==> config.mk <==
export PLATFORM = sky130hd
export DESIGN_NAME = rv32imf_instruction_decoder_top
export DESIGN_NICKNAME = d
export VERILOG_FILES = /design/src/rtl/rvdec_pkg.sv /design/src/rtl/rv32imf_instruction_decoder_top.sv /design/src/rtl/rvdec_opc.sv /design/src/rtl/rvdec_sub.sv /design/src/rtl/rvdec_out.sv
export SDC_FILE = /design/constraint.sdc
export NUM_CORES = 1
export LEC_CHECK = 0
export ABC_AREA = 1
export BUFFER_PORTS_ARGS = -buffer_cell sky130_fd_sc_hd__buf_4
export CORE_ASPECT_RATIO = 0.9
export CORE_MARGIN = 4
export CORE_UTILIZATION = 35
export DETAILED_ROUTE_END_ITERATION = 7
export GPL_ROUTABILITY_DRIVEN = 0
export SETUP_SLACK_MARGIN = 0.2
export SLEW_MARGIN = 5
export SYNTH_ARGS = -nofsm -noshare
export SYNTH_HDL_FRONTEND = slang
export SYNTH_SLANG_ARGS = --single-unit
==> constraint.sdc <==
create_clock -name clock -period 6.4 [get_ports clock]
set_input_delay 0.96 -clock clock [delete_from_list [all_inputs] [get_ports clock]]
set_output_delay 0.96 -clock clock [all_outputs]
set_load 0.01 [all_outputs]
==> src/rtl/rvdec_pkg.sv <==
// Shared types, opcode and sub-code constants and id lookup functions
// for the RV32IMF instruction decoder pipeline. No dependencies.
package rvdec_pkg;

   // Major opcodes
   localparam logic [6:0] OPC_OP      = 7'h33;
   localparam logic [6:0] OPC_OPIMM   = 7'h13;
   localparam logic [6:0] OPC_STORE   = 7'h23;
   localparam logic [6:0] OPC_BRANCH  = 7'h63;
   localparam logic [6:0] OPC_JAL     = 7'h6F;
   localparam logic [6:0] OPC_JALR    = 7'h67;
   localparam logic [6:0] OPC_LUI     = 7'h37;
   localparam logic [6:0] OPC_AUIPC   = 7'h17;
   localparam logic [6:0] OPC_LOAD    = 7'h03;
   localparam logic [6:0] OPC_LOADFP  = 7'h07;
   localparam logic [6:0] OPC_STOREFP = 7'h27;
   localparam logic [6:0] OPC_OPFP    = 7'h53;
   localparam logic [6:0] OPC_MADD    = 7'h43;
   localparam logic [6:0] OPC_MSUB    = 7'h47;
   localparam logic [6:0] OPC_NMSUB   = 7'h4B;
   localparam logic [6:0] OPC_NMADD   = 7'h4F;
   localparam logic [6:0] OPC_SYSTEM  = 7'h73;

   // Sub-codes
   localparam logic [6:0] F7_BASE   = 7'h00;
   localparam logic [6:0] F7_MULDIV = 7'h01;
   localparam logic [6:0] F7_ALT    = 7'h20;
   localparam logic [2:0] F3_ADD    = 3'd0;
   localparam logic [2:0] F3_SLL    = 3'd1;
   localparam logic [2:0] F3_SR     = 3'd5;
   localparam logic [2:0] F3_PRIV   = 3'd0;
   localparam logic [11:0] F12_ECALL  = 12'd0;
   localparam logic [11:0] F12_EBREAK = 12'd1;

   localparam logic [4:0] F5_FADD   = 5'h00;
   localparam logic [4:0] F5_FSUB   = 5'h01;
   localparam logic [4:0] F5_FMUL   = 5'h02;
   localparam logic [4:0] F5_FDIV   = 5'h03;
   localparam logic [4:0] F5_FSGNJ  = 5'h04;
   localparam logic [4:0] F5_FMINMX = 5'h05;
   localparam logic [4:0] F5_FSQRT  = 5'h0B;
   localparam logic [4:0] F5_FCMP   = 5'h14;
   localparam logic [4:0] F5_FCVTWS = 5'h18;
   localparam logic [4:0] F5_FCVTSW = 5'h1A;
   localparam logic [4:0] F5_FMVXW  = 5'h1C;
   localparam logic [4:0] F5_FMVWX  = 5'h1E;

   // Format classes
   localparam logic [4:0] CLS_NONE      = 5'd0;
   localparam logic [4:0] CLS_R         = 5'd1;
   localparam logic [4:0] CLS_I         = 5'd2;
   localparam logic [4:0] CLS_SHIFT     = 5'd3;
   localparam logic [4:0] CLS_S         = 5'd4;
   localparam logic [4:0] CLS_B         = 5'd5;
   localparam logic [4:0] CLS_J         = 5'd6;
   localparam logic [4:0] CLS_U         = 5'd7;
   localparam logic [4:0] CLS_LOAD      = 5'd8;
   localparam logic [4:0] CLS_JALR      = 5'd9;
   localparam logic [4:0] CLS_FPL       = 5'd10;
   localparam logic [4:0] CLS_FPS       = 5'd11;
   localparam logic [4:0] CLS_FPA       = 5'd12;
   localparam logic [4:0] CLS_FPR1      = 5'd13;
   localparam logic [4:0] CLS_FMINMAX   = 5'd14;
   localparam logic [4:0] CLS_FPCONVINT = 5'd15;
   localparam logic [4:0] CLS_INTCONVFP = 5'd16;
   localparam logic [4:0] CLS_FPR4      = 5'd17;
   localparam logic [4:0] CLS_ENV       = 5'd18;

   // Instruction ids
   localparam logic [6:0] ID_UNKNOWN = 7'd0;
   localparam logic [6:0] ID_ADDI = 7'd1,  ID_ANDI = 7'd2,  ID_ORI = 7'd3,   ID_XORI = 7'd4;
   localparam logic [6:0] ID_SLTI = 7'd5,  ID_SLTIU = 7'd6, ID_SLLI = 7'd7,  ID_SRLI = 7'd8;
   localparam logic [6:0] ID_SRAI = 7'd9,  ID_ADD = 7'd10,  ID_SUB = 7'd11,  ID_AND = 7'd12;
   localparam logic [6:0] ID_OR = 7'd13,   ID_XOR = 7'd14,  ID_SLL = 7'd15,  ID_SRL = 7'd16;
   localparam logic [6:0] ID_SRA = 7'd17,  ID_SLT = 7'd18,  ID_SLTU = 7'd19, ID_SB = 7'd20;
   localparam logic [6:0] ID_SH = 7'd21,   ID_SW = 7'd22,   ID_LB = 7'd23,   ID_LBU = 7'd24;
   localparam logic [6:0] ID_LH = 7'd25,   ID_LHU = 7'd26,  ID_LW = 7'd27,   ID_BEQ = 7'd28;
   localparam logic [6:0] ID_BNE = 7'd29,  ID_BLT = 7'd30,  ID_BLTU = 7'd31, ID_BGE = 7'd32;
   localparam logic [6:0] ID_BGEU = 7'd33, ID_JAL = 7'd34,  ID_JALR = 7'd35, ID_LUI = 7'd36;
   localparam logic [6:0] ID_AUIPC = 7'd37, ID_MUL = 7'd38, ID_FLW = 7'd46,  ID_FSW = 7'd47;
   localparam logic [6:0] ID_FADD = 7'd48, ID_FMUL = 7'd49, ID_FSUB = 7'd50, ID_FDIV = 7'd51;
   localparam logic [6:0] ID_FSGNJ = 7'd52, ID_FSQRT = 7'd55, ID_FMIN = 7'd56;
   localparam logic [6:0] ID_FMADD = 7'd58, ID_FCVTWS = 7'd62, ID_FMVXW = 7'd64;
   localparam logic [6:0] ID_FCVTSW = 7'd66, ID_FMVWX = 7'd68, ID_FLE = 7'd71;
   localparam logic [6:0] ID_ECALL = 7'd72, ID_EBREAK = 7'd73;

   typedef enum logic [3:0] {
      GRP_NONE, GRP_OP, GRP_OPIMM, GRP_STORE, GRP_BRANCH, GRP_JAL, GRP_JALR,
      GRP_UPPER, GRP_LOAD, GRP_LOADFP, GRP_STOREFP, GRP_OPFP, GRP_FUSED, GRP_SYSTEM
   } grp_type;

   typedef enum logic [2:0] {
      IMM_NONE, IMM_I, IMM_S, IMM_B, IMM_J, IMM_U
   } imm_sel_type;

   // Stage 1 -> stage 2
   typedef struct packed {
      logic [31:0] word;
      grp_type     grp;
   } opc_type;

   // Stage 2 -> stage 3
   typedef struct packed {
      logic [31:0] word;
      logic [6:0]  id;
      logic [4:0]  cls;
      logic        use_rd;
      logic        use_rs1;
      logic        use_rs2;
      logic        use_rs3;
      logic        use_shamt;
      logic        use_fmt;
      imm_sel_type imm_sel;
   } sub_type;

   // Decoded result
   typedef struct packed {
      logic [6:0]         op_id;
      logic [4:0]         op_class;
      logic [4:0]         dest_reg;
      logic [4:0]         src1_reg;
      logic [4:0]         src2_reg;
      logic [4:0]         src3_reg;
      logic signed [31:0] immediate;
      logic [4:0]         shift_amount;
      logic [1:0]         fp_format;
   } rsp_type;

   function automatic logic [6:0] r_base_id(input logic [2:0] f3);
      logic [6:0] id;
      case (f3)
         3'd0:    id = ID_ADD;
         3'd1:    id = ID_SLL;
         3'd2:    id = ID_SLT;
         3'd3:    id = ID_SLTU;
         3'd4:    id = ID_XOR;
         3'd5:    id = ID_SRL;
         3'd6:    id = ID_OR;
         default: id = ID_AND;
      endcase
      return id;
   endfunction

   function automatic logic [6:0] i_id(input logic [2:0] f3);
      logic [6:0] id;
      case (f3)
         3'd0:    id = ID_ADDI;
         3'd2:    id = ID_SLTI;
         3'd3:    id = ID_SLTIU;
         3'd4:    id = ID_XORI;
         3'd6:    id = ID_ORI;
         3'd7:    id = ID_ANDI;
         default: id = ID_UNKNOWN;
      endcase
      return id;
   endfunction

   function automatic logic [6:0] s_id(input logic [2:0] f3);
      logic [6:0] id;
      case (f3)
         3'd0:    id = ID_SB;
         3'd1:    id = ID_SH;
         3'd2:    id = ID_SW;
         default: id = ID_UNKNOWN;
      endcase
      return id;
   endfunction

   function automatic logic [6:0] ld_id(input logic [2:0] f3);
      logic [6:0] id;
      case (f3)
         3'd0:    id = ID_LB;
         3'd1:    id = ID_LH;
         3'd2:    id = ID_LW;
         3'd4:    id = ID_LBU;
         3'd5:    id = ID_LHU;
         default: id = ID_UNKNOWN;
      endcase
      return id;
   endfunction

   function automatic logic [6:0] b_id(input logic [2:0] f3);
      logic [6:0] id;
      case (f3)
         3'd0:    id = ID_BEQ;
         3'd1:    id = ID_BNE;
         3'd4:    id = ID_BLT;
         3'd5:    id = ID_BGE;
         3'd6:    id = ID_BLTU;
         3'd7:    id = ID_BGEU;
         default: id = ID_UNKNOWN;
      endcase
      return id;
   endfunction

endpackage

==> src/rtl/rv32imf_instruction_decoder_top.sv <==
// Top level of the RV32IMF instruction decoder: three-stage decode pipeline.
// Depends on rvdec_pkg, rvdec_opc, rvdec_sub and rvdec_out.
//
//   channel   direction  handshake            payload
//   --------  ---------  -------------------  -----------------------------------
//   request   in         start, busy          req_instr_word
//   response  out        rsp_valid (strobe)   rsp_op_id, rsp_op_class, rsp_*_reg,
//                                             rsp_immediate, rsp_shift_amount,
//                                             rsp_fp_format
//
// An item accepted at a clock edge loads the opcode group register at that
// same edge, then the sub-code match register and then the field formation
// register. rsp_valid is high for exactly one cycle per item, while its result
// sits on the rsp_ ports. One item is taken every cycle.
// Reset clears the valid bit of every stage; payload registers are left as is.
// Stalls: the receiver cannot stall, so the pipeline advances every cycle and
// busy stays low.
module rv32imf_instruction_decoder_top (
   input  logic               clock,
   input  logic               reset,
   // request
   input  logic               start,
   output logic               busy,
   input  logic [31:0]        req_instr_word,
   // response
   output logic               rsp_valid,
   output logic [6:0]         rsp_op_id,
   output logic [4:0]         rsp_op_class,
   output logic [4:0]         rsp_dest_reg,
   output logic [4:0]         rsp_src1_reg,
   output logic [4:0]         rsp_src2_reg,
   output logic [4:0]         rsp_src3_reg,
   output logic signed [31:0] rsp_immediate,
   output logic [4:0]         rsp_shift_amount,
   output logic [1:0]         rsp_fp_format
);
   import rvdec_pkg::*;

   logic    opc_valid;
   opc_type opc_data;
   logic    sub_valid;
   sub_type sub_data;
   rsp_type rsp_data;
   logic    accept;

   // The pipeline never holds, so every start is taken.
   assign busy   = 1'b0;
   assign accept = start & ~busy;

   // Stage 1: classify the major opcode
   rvdec_opc u_opc (
      .clock     (clock),
      .reset     (reset),
      .in_valid  (accept),
      .in_word   (req_instr_word),
      .out_valid (opc_valid),
      .out_data  (opc_data)
   );

   // Stage 2: match funct3 / funct7 / funct5 and pick field usage
   rvdec_sub u_sub (
      .clock     (clock),
      .reset     (reset),
      .in_valid  (opc_valid),
      .in_data   (opc_data),
      .out_valid (sub_valid),
      .out_data  (sub_data)
   );

   // Stage 3: build immediate, zero unused fields, drive the result register
   rvdec_out u_out (
      .clock     (clock),
      .reset     (reset),
      .in_valid  (sub_valid),
      .in_data   (sub_data),
      .out_valid (rsp_valid),
      .out_data  (rsp_data)
   );

   // Break the result register out onto the ports
   assign rsp_op_id        = rsp_data.op_id;
   assign rsp_op_class     = rsp_data.op_class;
   assign rsp_dest_reg     = rsp_data.dest_reg;
   assign rsp_src1_reg     = rsp_data.src1_reg;
   assign rsp_src2_reg     = rsp_data.src2_reg;
   assign rsp_src3_reg     = rsp_data.src3_reg;
   assign rsp_immediate    = rsp_data.immediate;
   assign rsp_shift_amount = rsp_data.shift_amount;
   assign rsp_fp_format    = rsp_data.fp_format;

endmodule

==> src/rtl/rvdec_opc.sv <==
// Stage 1 of the decoder: sort the major opcode into a group and register it
// with the instruction word. Depends on rvdec_pkg.
module rvdec_opc (
   input  logic                clock,
   input  logic                reset,
   input  logic                in_valid,
   input  logic [31:0]         in_word,
   output logic                out_valid,
   output rvdec_pkg::opc_type  out_data
);
   import rvdec_pkg::*;

   logic    valid_ff;
   opc_type data_ff;
   opc_type data_in;

   always_comb begin
      data_in.word = in_word;
      case (in_word[6:0])
         OPC_OP:      data_in.grp = GRP_OP;
         OPC_OPIMM:   data_in.grp = GRP_OPIMM;
         OPC_STORE:   data_in.grp = GRP_STORE;
         OPC_BRANCH:  data_in.grp = GRP_BRANCH;
         OPC_JAL:     data_in.grp = GRP_JAL;
         OPC_JALR:    data_in.grp = GRP_JALR;
         OPC_LUI:     data_in.grp = GRP_UPPER;
         OPC_AUIPC:   data_in.grp = GRP_UPPER;
         OPC_LOAD:    data_in.grp = GRP_LOAD;
         OPC_LOADFP:  data_in.grp = GRP_LOADFP;
         OPC_STOREFP: data_in.grp = GRP_STOREFP;
         OPC_OPFP:    data_in.grp = GRP_OPFP;
         OPC_MADD:    data_in.grp = GRP_FUSED;
         OPC_MSUB:    data_in.grp = GRP_FUSED;
         OPC_NMSUB:   data_in.grp = GRP_FUSED;
         OPC_NMADD:   data_in.grp = GRP_FUSED;
         OPC_SYSTEM:  data_in.grp = GRP_SYSTEM;
         default:     data_in.grp = GRP_NONE;
      endcase
   end

   always_ff @(posedge clock) begin
      if (reset) begin
         valid_ff <= 1'b0;
      end else begin
         valid_ff <= in_valid;
      end
   end

   always_ff @(posedge clock) begin
      if (in_valid) begin
         data_ff <= data_in;
      end
   end

   assign out_valid = valid_ff;
   assign out_data  = data_ff;

endmodule

==> src/rtl/rvdec_sub.sv <==
// Stage 2 of the decoder: match sub-codes to an instruction id and class and
// pick which fields the format uses. Depends on rvdec_pkg.
module rvdec_sub (
   input  logic                clock,
   input  logic                reset,
   input  logic                in_valid,
   input  rvdec_pkg::opc_type  in_data,
   output logic                out_valid,
   output rvdec_pkg::sub_type  out_data
);
   import rvdec_pkg::*;

   logic    valid_ff;
   sub_type data_ff;
   sub_type data_in;

   logic [31:0] w;
   logic [2:0]  f3;
   logic [6:0]  f7;
   logic [4:0]  f5;
   logic [4:0]  rs2;

   assign w   = in_data.word;
   assign f3  = w[14:12];
   assign f7  = w[31:25];
   assign f5  = w[31:27];
   assign rs2 = w[24:20];

   always_comb begin
      data_in           = '0;
      data_in.word      = w;
      data_in.id        = ID_UNKNOWN;
      data_in.cls       = CLS_NONE;
      data_in.imm_sel   = IMM_NONE;
      case (in_data.grp)
         GRP_OP: begin
            data_in.cls     = CLS_R;
            data_in.use_rd  = 1'b1;
            data_in.use_rs1 = 1'b1;
            data_in.use_rs2 = 1'b1;
            if (f7 == F7_BASE) begin
               data_in.id = r_base_id(f3);
            end else if (f7 == F7_MULDIV) begin
               data_in.id = ID_MUL + 7'(f3);
            end else if (f7 == F7_ALT && f3 == F3_ADD) begin
               data_in.id = ID_SUB;
            end else if (f7 == F7_ALT && f3 == F3_SR) begin
               data_in.id = ID_SRA;
            end
         end
         GRP_OPIMM: begin
            data_in.cls     = CLS_I;
            data_in.use_rd  = 1'b1;
            data_in.use_rs1 = 1'b1;
            if (f3 inside {F3_SLL, F3_SR}) begin
               // unmatched shift keeps class I with no immediate
               if (f3 == F3_SLL && f7 == F7_BASE) begin
                  data_in.id = ID_SLLI;
               end else if (f3 == F3_SR && f7 == F7_BASE) begin
                  data_in.id = ID_SRLI;
               end else if (f3 == F3_SR && f7 == F7_ALT) begin
                  data_in.id = ID_SRAI;
               end
               if (data_in.id != ID_UNKNOWN) begin
                  data_in.cls       = CLS_SHIFT;
                  data_in.use_shamt = 1'b1;
               end
            end else begin
               data_in.id      = i_id(f3);
               data_in.imm_sel = IMM_I;
            end
         end
         GRP_STORE: begin
            data_in.cls     = CLS_S;
            data_in.use_rs1 = 1'b1;
            data_in.use_rs2 = 1'b1;
            data_in.imm_sel = IMM_S;
            data_in.id      = s_id(f3);
         end
         GRP_BRANCH: begin
            data_in.cls     = CLS_B;
            data_in.use_rs1 = 1'b1;
            data_in.use_rs2 = 1'b1;
            data_in.imm_sel = IMM_B;
            data_in.id      = b_id(f3);
         end
         GRP_JAL: begin
            data_in.id      = ID_JAL;
            data_in.cls     = CLS_J;
            data_in.use_rd  = 1'b1;
            data_in.imm_sel = IMM_J;
         end
         GRP_JALR: begin
            data_in.id      = ID_JALR;
            data_in.cls     = CLS_JALR;
            data_in.use_rd  = 1'b1;
            data_in.use_rs1 = 1'b1;
            data_in.imm_sel = IMM_I;
         end
         GRP_UPPER: begin
            data_in.id      = (w[6:0] == OPC_LUI) ? ID_LUI : ID_AUIPC;
            data_in.cls     = CLS_U;
            data_in.use_rd  = 1'b1;
            data_in.imm_sel = IMM_U;
         end
         GRP_LOAD: begin
            data_in.cls     = CLS_LOAD;
            data_in.use_rd  = 1'b1;
            data_in.use_rs1 = 1'b1;
            data_in.imm_sel = IMM_I;
            data_in.id      = ld_id(f3);
         end
         GRP_LOADFP: begin
            data_in.id      = ID_FLW;
            data_in.cls     = CLS_FPL;
            data_in.use_rd  = 1'b1;
            data_in.use_rs1 = 1'b1;
            data_in.imm_sel = IMM_I;
         end
         GRP_STOREFP: begin
            data_in.id      = ID_FSW;
            data_in.cls     = CLS_FPS;
            data_in.use_rs1 = 1'b1;
            data_in.use_rs2 = 1'b1;
            data_in.imm_sel = IMM_S;
         end
         GRP_OPFP: begin
            // registers and fmt come through even when the sub-code misses
            data_in.use_rd  = 1'b1;
            data_in.use_rs1 = 1'b1;
            data_in.use_rs2 = 1'b1;
            data_in.use_fmt = 1'b1;
            case (f5)
               F5_FADD: begin
                  data_in.id = ID_FADD; data_in.cls = CLS_FPA;
               end
               F5_FMUL: begin
                  data_in.id = ID_FMUL; data_in.cls = CLS_FPA;
               end
               F5_FSUB: begin
                  data_in.id = ID_FSUB; data_in.cls = CLS_FPA;
               end
               F5_FDIV: begin
                  data_in.id = ID_FDIV; data_in.cls = CLS_FPA;
               end
               F5_FSGNJ: begin
                  if (f3 inside {[3'd0:3'd2]}) begin
                     data_in.id = ID_FSGNJ + 7'(f3); data_in.cls = CLS_FPA;
                  end
               end
               F5_FSQRT: begin
                  data_in.id = ID_FSQRT; data_in.cls = CLS_FPR1;
               end
               F5_FMINMX: begin
                  if (f3 inside {[3'd0:3'd1]}) begin
                     data_in.id = ID_FMIN + 7'(f3); data_in.cls = CLS_FMINMAX;
                  end
               end
               F5_FCVTWS: begin
                  if (rs2 inside {[5'd0:5'd1]}) begin
                     data_in.id  = ID_FCVTWS + 7'(rs2[0]);
                     data_in.cls = CLS_FPCONVINT;
                  end
               end
               F5_FMVXW: begin
                  if (f3 inside {[3'd0:3'd1]}) begin
                     data_in.id = ID_FMVXW + 7'(f3); data_in.cls = CLS_FPCONVINT;
                  end
               end
               F5_FCVTSW: begin
                  if (rs2 inside {[5'd0:5'd1]}) begin
                     data_in.id  = ID_FCVTSW + 7'(rs2[0]);
                     data_in.cls = CLS_INTCONVFP;
                  end
               end
               F5_FMVWX: begin
                  data_in.id = ID_FMVWX; data_in.cls = CLS_INTCONVFP;
               end
               F5_FCMP: begin
                  // rm counts down from fle through flt to feq
                  if (f3 inside {[3'd0:3'd2]}) begin
                     data_in.id = ID_FLE - 7'(f3); data_in.cls = CLS_FPCONVINT;
                  end
               end
               default: begin
                  data_in.id = ID_UNKNOWN;
               end
            endcase
         end
         GRP_FUSED: begin
            data_in.id      = ID_FMADD + 7'(w[3:2]);
            data_in.cls     = CLS_FPR4;
            data_in.use_rd  = 1'b1;
            data_in.use_rs1 = 1'b1;
            data_in.use_rs2 = 1'b1;
            data_in.use_rs3 = 1'b1;
            data_in.use_fmt = 1'b1;
         end
         GRP_SYSTEM: begin
            data_in.cls = CLS_ENV;
            if (f3 == F3_PRIV) begin
               if (w[31:20] == F12_ECALL) begin
                  data_in.id = ID_ECALL;
               end else if (w[31:20] == F12_EBREAK) begin
                  data_in.id = ID_EBREAK;
               end
            end
         end
         default: begin
            data_in.id = ID_UNKNOWN;
         end
      endcase
   end

   always_ff @(posedge clock) begin
      if (reset) begin
         valid_ff <= 1'b0;
      end else begin
         valid_ff <= in_valid;
      end
   end

   always_ff @(posedge clock) begin
      if (in_valid) begin
         data_ff <= data_in;
      end
   end

   assign out_valid = valid_ff;
   assign out_data  = data_ff;

endmodule

==> src/rtl/rvdec_out.sv <==
// Stage 3 of the decoder: form the immediate, gate unused fields to zero and
// register the result. Depends on rvdec_pkg.
module rvdec_out (
   input  logic                clock,
   input  logic                reset,
   input  logic                in_valid,
   input  rvdec_pkg::sub_type  in_data,
   output logic                out_valid,
   output rvdec_pkg::rsp_type  out_data
);
   import rvdec_pkg::*;

   logic        valid_ff;
   rsp_type     data_ff;
   rsp_type     data_in;
   logic [31:0] w;
   logic [31:0] imm;

   assign w = in_data.word;

   always_comb begin
      case (in_data.imm_sel)
         IMM_I:   imm = {{20{w[31]}}, w[31:20]};
         IMM_S:   imm = {{20{w[31]}}, w[31:25], w[11:7]};
         IMM_B:   imm = {{19{w[31]}}, w[31], w[7], w[30:25], w[11:8], 1'b0};
         IMM_J:   imm = {{11{w[31]}}, w[31], w[19:12], w[20], w[30:21], 1'b0};
         IMM_U:   imm = {w[31:12], 12'h000};
         default: imm = 32'h0000_0000;
      endcase
   end

   always_comb begin
      data_in.op_id        = in_data.id;
      data_in.op_class     = in_data.cls;
      data_in.dest_reg     = in_data.use_rd    ? w[11:7]  : 5'd0;
      data_in.src1_reg     = in_data.use_rs1   ? w[19:15] : 5'd0;
      data_in.src2_reg     = in_data.use_rs2   ? w[24:20] : 5'd0;
      data_in.src3_reg     = in_data.use_rs3   ? w[31:27] : 5'd0;
      data_in.immediate    = $signed(imm);
      data_in.shift_amount = in_data.use_shamt ? w[24:20] : 5'd0;
      data_in.fp_format    = in_data.use_fmt   ? w[26:25] : 2'd0;
   end

   always_ff @(posedge clock) begin
      if (reset) begin
         valid_ff <= 1'b0;
      end else begin
         valid_ff <= in_valid;
      end
   end

   always_ff @(posedge clock) begin
      if (in_valid) begin
         data_ff <= data_in;
      end
   end

   assign out_valid = valid_ff;
   assign out_data  = data_ff;

endmodule
### Word-level counts from Yosys, hierarchy flattened

Cells that the tools add are included.
Widths: inputs -> output; s select.

| operators by class | value |
|---|---|
| reductions and logical operators | 23 |
| $add $sub $neg | 8 |
| muxes and demuxes | 41 |
| equality and inequality tests | 57 |
| order comparisons | 5 |

Operators by type and width:

| kind | count |
|---|---|
| $pmux 32 s5 | 1 |
| $pmux 7 s13 | 1 |
| $pmux 7 s12 | 1 |
| $mux 12 | 6 |
| $mux 7 | 10 |
| $pmux 5 s13 | 1 |
| $eq 7x7->1 const B | 9 |
| $pmux 4 s13 | 1 |
| $pmux 5 s9 | 1 |
| $eq 7x6->1 const B | 6 |
| $pmux 3 s6 | 2 |
| $pmux 6 s6 | 1 |
| $pmux 5 s7 | 1 |
| $eq 5x5->1 const B | 5 |
| $pmux 5 s5 | 1 |
| $eq 4x4->1 const B | 6 |
| $add 6x3->7 const A | 3 |
| $eq 3x3->1 const B | 6 |
| $eq 4x3->1 const B | 4 |
| $pmux 5 s3 | 1 |
| $eq 7x5->1 const B | 2 |
| $eq 12x1->1 const B | 1 |
| $eq 3x2->1 const B | 4 |
| $logic_not 12->1 | 1 |
| 36 further kinds | 59 |

| word-level totals | value |
|---|---|
| word-level logic and storage cells | 158 |
| register bits after elaboration | 163 |
| input port bits | 35 |
| output and inout port bits | 73 |

### Logic depth before layout (Yosys ltp)

Gate-level depths: netlist of the first run.

| logic depth | value |
|---|---|
| depth after elaboration | 11 |
| mapped depth | 11 |
| mapped depth without buffers | 11 |

### Cells and area by module

A second synthesis of the first run with hierarchy kept.

| second synthesis, totals | value |
|---|---|
| cells, all modules | 680 |
| area, all modules | 7143.1 µm² |

By module, submodules not included:

| module | cells an instance | area each (µm²) | seq. area each (µm²) | times used |
|---|---|---|---|---|
| rvdec_sub | 364 | 3034.2 | 1611.5 | 1 |
| rvdec_out | 222 | 2763.9 | 2152.1 | 1 |
| rvdec_opc | 92 | 1333.8 | 1101.1 | 1 |
| rv32imf_instruction_decoder_top | 2 | 11.3 | 0.0 | 1 |

### Worst setup path before layout of the first run

Ideal clock, no wire load.

| timing | value |
|---|---|
| path kind | reg2reg |
| from | register u_sub.valid_ff, in the netlist u_sub.out_valid |
| to | register u_out.data_ff, in the netlist u_out.out_data[0] (enable) |
| clock period less this slack | 2274 ps |
| cell stages (with the launch flop) | 1 |
| arrival | 1839 ps |
| required time | 5965 ps |
| path slack | 4126 ps |
| library setup time | 435 ps |
| buffers on the path | 0 |
| path through | dfxtp_1 |

RTL lines:

| item | RTL line | RTL |
|---|---|---|
| start: declaration | rvdec_sub.sv:13 | `logic valid_ff;` |
| start signal: assignment | rvdec_sub.sv:219 | `valid_ff <= in_valid;` |
| end signal: assignment | rvdec_out.sv:54 | `data_ff <= data_in;` |
| end: declaration | rvdec_out.sv:14 | `rsp_type data_ff;` |

No word-level cell between the ends.

==> metrics.yaml, run 1 <==
status: "finished clean"
layoutNonFillerInstCount: 1015
max_freq_mhz: 462
rsz0062_at_grt: "false"
hp-start: "u_opc.out_data[15]$_DFFE_PP_"
core_area_sq_mm: 0.0191
cp.arrival_ps: 2320
post_cts_buffers: 0
port_buffers: 106
p_int_w: 0.00187
ios: 108
grt_pass1_wl_microns: 24700
worstSetupStartpoint: "u_opc.out_data[17]$_DFFE_PP_"
clock-root-buffer: "clkbuf_16"
area_growth_pct: 25.2
fin_ws_ps: 4240
drive_above_1_share_pct: 22.0
clk_path_buf_depth: 2
grt.overflow.total: 0
synth_top_family_by_area: "simple AND/OR/NAND/NOR gates"
worstHoldPathType: "flop to flop"
synth_fa_ha_area_share_pct: 0.738
worst_pin_slew_ps: 1090
power.share.combinational_pct: 7.9
period_minus_slack_ps: 2160
grt_pass1_vias: 4766
start_util_pct: 35.5
grt_max_degree: 73
ant_nets: 0
finClkSkew_ps: 7.43
power_density_mw_per_mm2: 294
ys_warn_count: 0
hold_viol_final: 0
drv_slew: 0
antenna_found_initial: 1
synth_cell_types: 32
final_util_pct: 44.5
ir_worst_vdd_mv: 0.188
start_kind: "flop"
yosys.area_share.simple_pct: 20.4
p_clk_share_pct: 42.2
cts_resized: 0
critPathMaxFanout: 16
setup_viol: 0
post-route-drc-count: 0
wl_microns: 15100
cts_htree_levels: 4
clk_latency_ps: 430
layout_common_cells: "153 x edfxtp_1, 146 x nand2_1, 107 x buf_4"
grtUsageTotal_pct: 14.6
worst_setup_path_end_kind: "flop"
cts_tree: "yes"
place_inst: 983
r2r_start: "u_opc.out_data[17]$_DFFE_PP_"
layout_commonest_cell: "edfxtp_1"
power.net_switching_w: 0.000625
power_frac_seq_pct: 49.9
synth_nets: 672
drt_first_iter_violations: 459
rrSetupSlack_ps: 4240
cts_buffers: 17
muxShareOfSynthArea_pct: 0
clkTransAtPathRegs_ps: 60
syn-cell-area_sq_mm: 0.00678
hpwl_microns: 10900
die_y_microns: 140
dr_total_vias: 4817
min_period_over_period_pct: 33.8
synth_compound_area_share_pct: 4.57
hold_buffers: 0
maxCapViolations: 0
leakage_nw: 3.63
synthXorXnorAreaFrac_pct: 0
syn_avg_cell_area_sq_um: 10.7
place_ws_ps: 4290
synth_seq_area_share_pct: 68.6
die_area_sq_mm: 0.0217
max_slew_margin_pct: 27.3
wire_per_inst_microns: 14.9
swShare_pct: 25.1
via_per_inst: 4.75
required_ps: 6560
final_net_count: 791
drt-pass1-iter-count: 5
die_w_microns: 155
crit_type: "flop to flop"
num_antenna_cells: 0
cts_sinks: 156
syn_inst: 633
rows: 48
synth_seq_cells: 156
finalSetupTns_ps: 0
## per-layer routing
metal | routed length, microns | track usage (%) | vias to the layer above
met2 | 6930 | 23.0 | 190
li1 | - | - | 2379
met5 | 20 | 0 | -
met4 | 179 | 3.76 | 2
met1 | 6680 | 19.5 | 2225
met3 | 1300 | 4.97 | 21
## synthesized netlist by cell type, drive strengths merged
library cell | number | area [sq um]
a21oi | 12 | 63.8
a22oi | 1 | 7.51
a31oi | 1 | 6.26
buf | 5 | 30.0
clkbuf | 2 | 7.51
clkinv | 1 | 3.75
conb | 1 | 3.75
dfxtp | 3 | 60.1
edfxtp | 153 | 4590
ha | 4 | 50.1
inv | 90 | 338
nand2 | 152 | 586
nand3 | 60 | 300
nand3b | 2 | 15.0
nand4 | 11 | 68.8
nor2 | 87 | 379
nor3 | 6 | 30.0
nor4 | 1 | 6.26
o2111ai | 2 | 17.5
o211ai | 3 | 22.5
o21a | 2 | 15.0
o21ai | 32 | 164
o21bai | 1 | 7.51
o22ai | 1 | 6.26
## critical path, cell delays in order (launching register included)
cell and delay, ps:
edfxtp_1 690, inv_1 200, ha_1 320, inv_1 110
nand2_1 80, inv_1 110, o21ai_1 80, o21ai_2 200
nand3_1 100
## power groups by stage
stage	combinational [W]	clock (W)	sequential (W)
6_report	0.000197	0.00105	0.00124
5_1_grt	0.000222	0.00113	0.00125
4_1_cts	0.000197	0.00107	0.00124
3_5_place_dp	0.000196	0	0.00127
3_3_place_gp	0.000195	0	0.00127
2_1_floorplan	0.000108	0	0.00126
## sequential cells by signal (all words and copies together), names as in the netlist
name and cells:
u_out.out_valid 1, u_sub.out_data 46, u_opc.out_data 36, u_opc.out_valid 1, u_out.out_data 71, u_sub.out_valid 1
## path summary, 6_finish.rpt
| kind | end | cells after the start |
|---|---|---|
| setup / recovery | u_sub.out_data[19]$_DFFE_PP_ | 8 |
| hold / removal | u_sub.out_data[32]$_DFFE_PP_ | 0 |
| setup reg to reg | u_sub.out_data[19]$_DFFE_PP_ | 8 |
| hold reg to reg | u_sub.out_data[32]$_DFFE_PP_ | 0 |
## layout make-up
class	count	area, sq um
clock inverters	15	201
inverters	91	342
repair buffers	107	803
flip-flops and latches	156	4660
fillers	1809	10600
clock buffers	17	425
well taps	250	313
multi-input cells	379	1750
## cells by family (layout without fill, tap and decap cells)
family | after synthesis | count (layout)
other cells | 1 | 1
simple gates | 319 | 319
compound gates | 55 | 55
flops | 156 | 156
fa+ha+maj | 4 | 4
buf+inv | 98 | 230
## stage by stage
| step | power, W | hold WS (ps) | area, sq um |
|---|---|---|---|
| after global routing | 0.00260 | 426 | 8490 |
| after CTS | 0.00251 | 419 | 8490 |
| after floorplan | 0.00137 | 400 | 6780 |
| final | 0.00249 | 418 | 8490 |
| after global placement | 0.00146 | 402 | 7860 |
| after detailed placement | 0.00146 | 405 | 7860 |
Note: power is estimated with default switching activity, not from simulation.
==> run 2: changes to the inputs <==
- ABC_AREA: 1 -> 0
- clock period: 6.4 -> 1.95 ns (I/O delays scaled with it)
==> run 2 against run 1 <==
Effect of this change:
- sequential share of layout area down 5.3 points
- clock skew is 0.56 ps higher
- highest routed layer is now met4
- via count increased by 3.2%
- critical path type unchanged
==> metrics.yaml, run 2 <==
synth_top_area_share_pct: 65.3  # was 67.7%
fin_ws_ps: 6.23  # was 4240 ps
wl_microns: 16800  # was 15100 microns
hpwl_microns: 11800  # was 10900 microns
place_area_sq_mm: 0.00838  # was 0.00786 sq mm
swShare_pct: 22.5  # was 25.1%
grt_max_degree: 64  # was 73
antenna_found_initial: 0  # was 1
rows: 48  # unchanged
ios: 108  # unchanged
ant_nets: 0  # unchanged
area_growth_pct: 33.5  # was 25.2%
dr_wl_met2_microns: 7950  # was 6930 microns
wl_met1_microns: 7370  # was 6680 microns
cts_htree_levels: 4  # unchanged
port_buffers: 106  # unchanged
start_kind: "flop"  # unchanged
clkTransAtPathRegs_ps: 60  # about the same
period_minus_slack_ps: 1940  # was 2160 ps
die_area_sq_mm: 0.0224  # was 0.0217 sq mm
grt_pass1_wl_microns: 25800  # was 24700 microns
critPathMaxFanout: 7  # was 16
synthTopCellsByCount: "153 x edfxtp_1, 37 x nand2_1, 36 x and2_1, 34 x nor2_1"  # was 153 x edfxtp_1, 146 x nand2_1, 82 x inv_1, 76 x nor2_1, 60 x nand3_1
ys.flop_type: "edfxtp_1"  # unchanged
core_area_sq_mm: 0.0195  # was 0.0191 sq mm
hold_viol_final: 0  # unchanged
ir_worst_vdd_mv: 0.560  # was 0.188 mV
min_period_over_period_pct: 99.7  # was 33.8%
clk_latency_ps: 420  # was 430 ps
max_freq_mhz: 514  # was 462 MHz
drt-pass1-iter-count: 5  # unchanged
layout_commonest_cell: "buf_4"  # was edfxtp_1
die_w_microns: 157  # was 155 microns
die_y_microns: 143  # was 140 microns
wire_per_inst_microns: 17.4  # was 14.9 microns
drive_above_1_share_pct: 38.4  # was 22.0%
maxCapViolations: 0  # unchanged
synth.most_common_cell: "edfxtp_1"  # unchanged
p_int_w: 0.00660  # was 0.00187 W
synth_seq_cells: 156  # unchanged
cts_tree: "yes"  # unchanged
power_density_mw_per_mm2: 906  # was 294 mW/mm^2
syn_inst: 531  # was 633
grt_pass1_vias: 4765  # was 4766
rsz0062_at_grt: "true"  # was false
p_clk_share_pct: 42.0  # was 42.2%
power.net_switching_w: 0.00191  # was 0.000625 W
synth_edf_count: 153  # unchanged
finClkSkew_ps: 7.99  # was 7.43 ps
required_ps: 2230  # was 6560 ps
clock-root-buffer: "clkbuf_16"  # unchanged
dr_total_vias: 4969  # was 4817
leakage_nw: 3.67  # was 3.63 nW
ys_warn_count: 0  # unchanged
drt_first_iter_violations: 491  # was 459
syn-cell-area_sq_mm: 0.00704  # was 0.00678 sq mm
fin_area_sq_mm: 0.00939  # was 0.00849 sq mm
status: "finished clean"  # unchanged
highest_layer: "met4"  # was met5
cts_buffers: 17  # unchanged
drv_slew: 0  # unchanged
power_frac_seq_pct: 47.3  # was 49.9%
via_per_inst: 5.16  # was 4.75
place_ws_ps: -75.0  # was 4290 ps
largest_reg_flops: 71  # unchanged
cp.arrival_ps: 2230  # was 2320 ps
synth_seq_area_share_pct: 66.1  # was 68.6%
worstHoldPathType: "primary input to flop"  # was flop to flop
synth_nets: 570  # was 672
power.share.combinational_pct: 10.7  # was 7.9%
syn_avg_cell_area_sq_um: 13.3  # was 10.7 sq um
synth_cell_types: 74  # was 32
grtUsageTotal_pct: 14.9  # was 14.6%
final_net_count: 739  # was 791
synth_top_cell_by_area: "edfxtp_1"  # unchanged
yosys-top-cells-area: "edfxtp_1 65%, and2_1 3.2%, a21o_1 2.1%, nand2_1 2.0%, nor2_1 1.8%"  # was edfxtp_1 68%, nand2_1 8.1%, inv_1 4.5%, nand3_1 4.4%, nor2_1 4.2%
wl_met3_microns: 1130  # was 1300 microns
worst_setup_path_end_kind: "flop"  # unchanged
start_util_pct: 36.2  # was 35.5%
layout_common_cells: "169 x buf_4, 153 x edfxtp_1, 36 x nand2_1"  # was 153 x edfxtp_1, 146 x nand2_1, 107 x buf_4
cts_sinks: 156  # unchanged
setup_viol: 0  # unchanged
worst_pin_slew_ps: 515  # was 1090 ps
crit_type: "flop to flop"  # unchanged
grt.overflow.total: 0  # unchanged
async_flop_share_pct: 0  # unchanged
clk_path_buf_depth: 2  # unchanged
post-route-drc-count: 0  # unchanged
num_antenna_cells: 0  # unchanged
max_slew_margin_pct: 65.6  # was 27.3%
-- run 2: worst max-delay path, cell delays in order (launching register included) --
cell and delay (ps):
edfxtp_1 550, buf_6 150, buf_6 80, or2b_4 270
or4_4 440, o21ai_4 120, o21ai_2 100, nand2_1 90
-- run 2: cells by family (layout without fill, tap and decap cells) --
group / Yosys count / count (layout) / share of synthesized area, %
multiplexers: 3 / 3 / 0.427
adder cells (fa/ha/maj): 4 / 4 / 0.711
XOR/XNOR: 6 / 6 / 0.747
other: 1 / 1 / 0.0533
flip-flops: 156 / 156 / 66.1
AO/OA/AOI/OAI: 127 / 127 / 12.8
buffers and inverters: 43 / 225 / 3.91
AND/OR/NAND/NOR: 191 / 191 / 15.2
-- run 2: final timing paths --
kind	depth (start not counted)	end	slack [ps]	from
setup / recovery	7	u_sub.out_data[18]$_DFFE_PP_	6	u_opc.out_data[34]$_DFFE_PP_
hold / removal	2	u_opc.out_valid$_SDFF_PP0_	30	reset
setup reg to reg	7	u_sub.out_data[18]$_DFFE_PP_	6	u_opc.out_data[34]$_DFFE_PP_
hold reg to reg	0	u_sub.out_data[28]$_DFFE_PP_	420	u_opc.out_data[11]$_DFFE_PP_
-- run 2: power groups by stage --
| stage | combinational, W | sequential [W] | clock [W] |
|---|---|---|---|
| after floorplan | 0.000484 | 0.00406 | 0 |
| after global placement | 0.000783 | 0.00409 | 0 |
| after detailed placement | 0.000794 | 0.00410 | 0 |
| after CTS | 0.000841 | 0.00402 | 0.00365 |
| after global routing | 0.000990 | 0.00404 | 0.00380 |
| final | 0.000915 | 0.00403 | 0.00357 |
-- run 2: area by class of cell --
type / instances / area (sq um)
inverters: 9 / 41.3
flip-flops and latches: 156 / 4660
clock inverters: 14 / 216
clock buffers: 18 / 429
well taps: 250 / 313
repair buffers: 184 / 1450
fillers: 1722 / 10100
multi-input cells: 332 / 2290
-- run 2: through the flow --
| stage | utilization, % | cells | power (W) | hold slack [ps] | TNS, ps |
|---|---|---|---|---|---|
| floorplan | - | 531 | 0.00454 | 357 | -64.4 |
| global placement | 43.1 | 908 | 0.00487 | 403 | -91.8 |
| detailed placement | 43.1 | 908 | 0.00489 | 405 | -149 |
| CTS | 47.0 | 947 | 0.00851 | 11.8 | 0 |
| global route | 48.3 | 963 | 0.00883 | 22.2 | -207 |
| finish | 48.3 | 963 | 0.00852 | 32.1 | 0 |
-- run 2: repair_timing --
| item | 4_1_cts | 5_1_grt |
|---|---|---|
| endpoints found under the hold margin | 0 | 0 |
| hold buffers | 0 | 0 |
| gates cloned | 0 | 1 |
| pin swaps | 13 | 17 |
| setup buffers | 7 | 15 |
| resized for setup | 21 | 36 |
| endpoints found under the setup margin | 13 | 24 |
-- run 2: routing by layer --
metal | up-vias | global-route usage [%]
li1 | 2338 | -
met1 | 2401 | 20.3
met2 | 209 | 23.3
met3 | 21 | 3.44
met4 | 0 | 5.84
met5 | - | 0
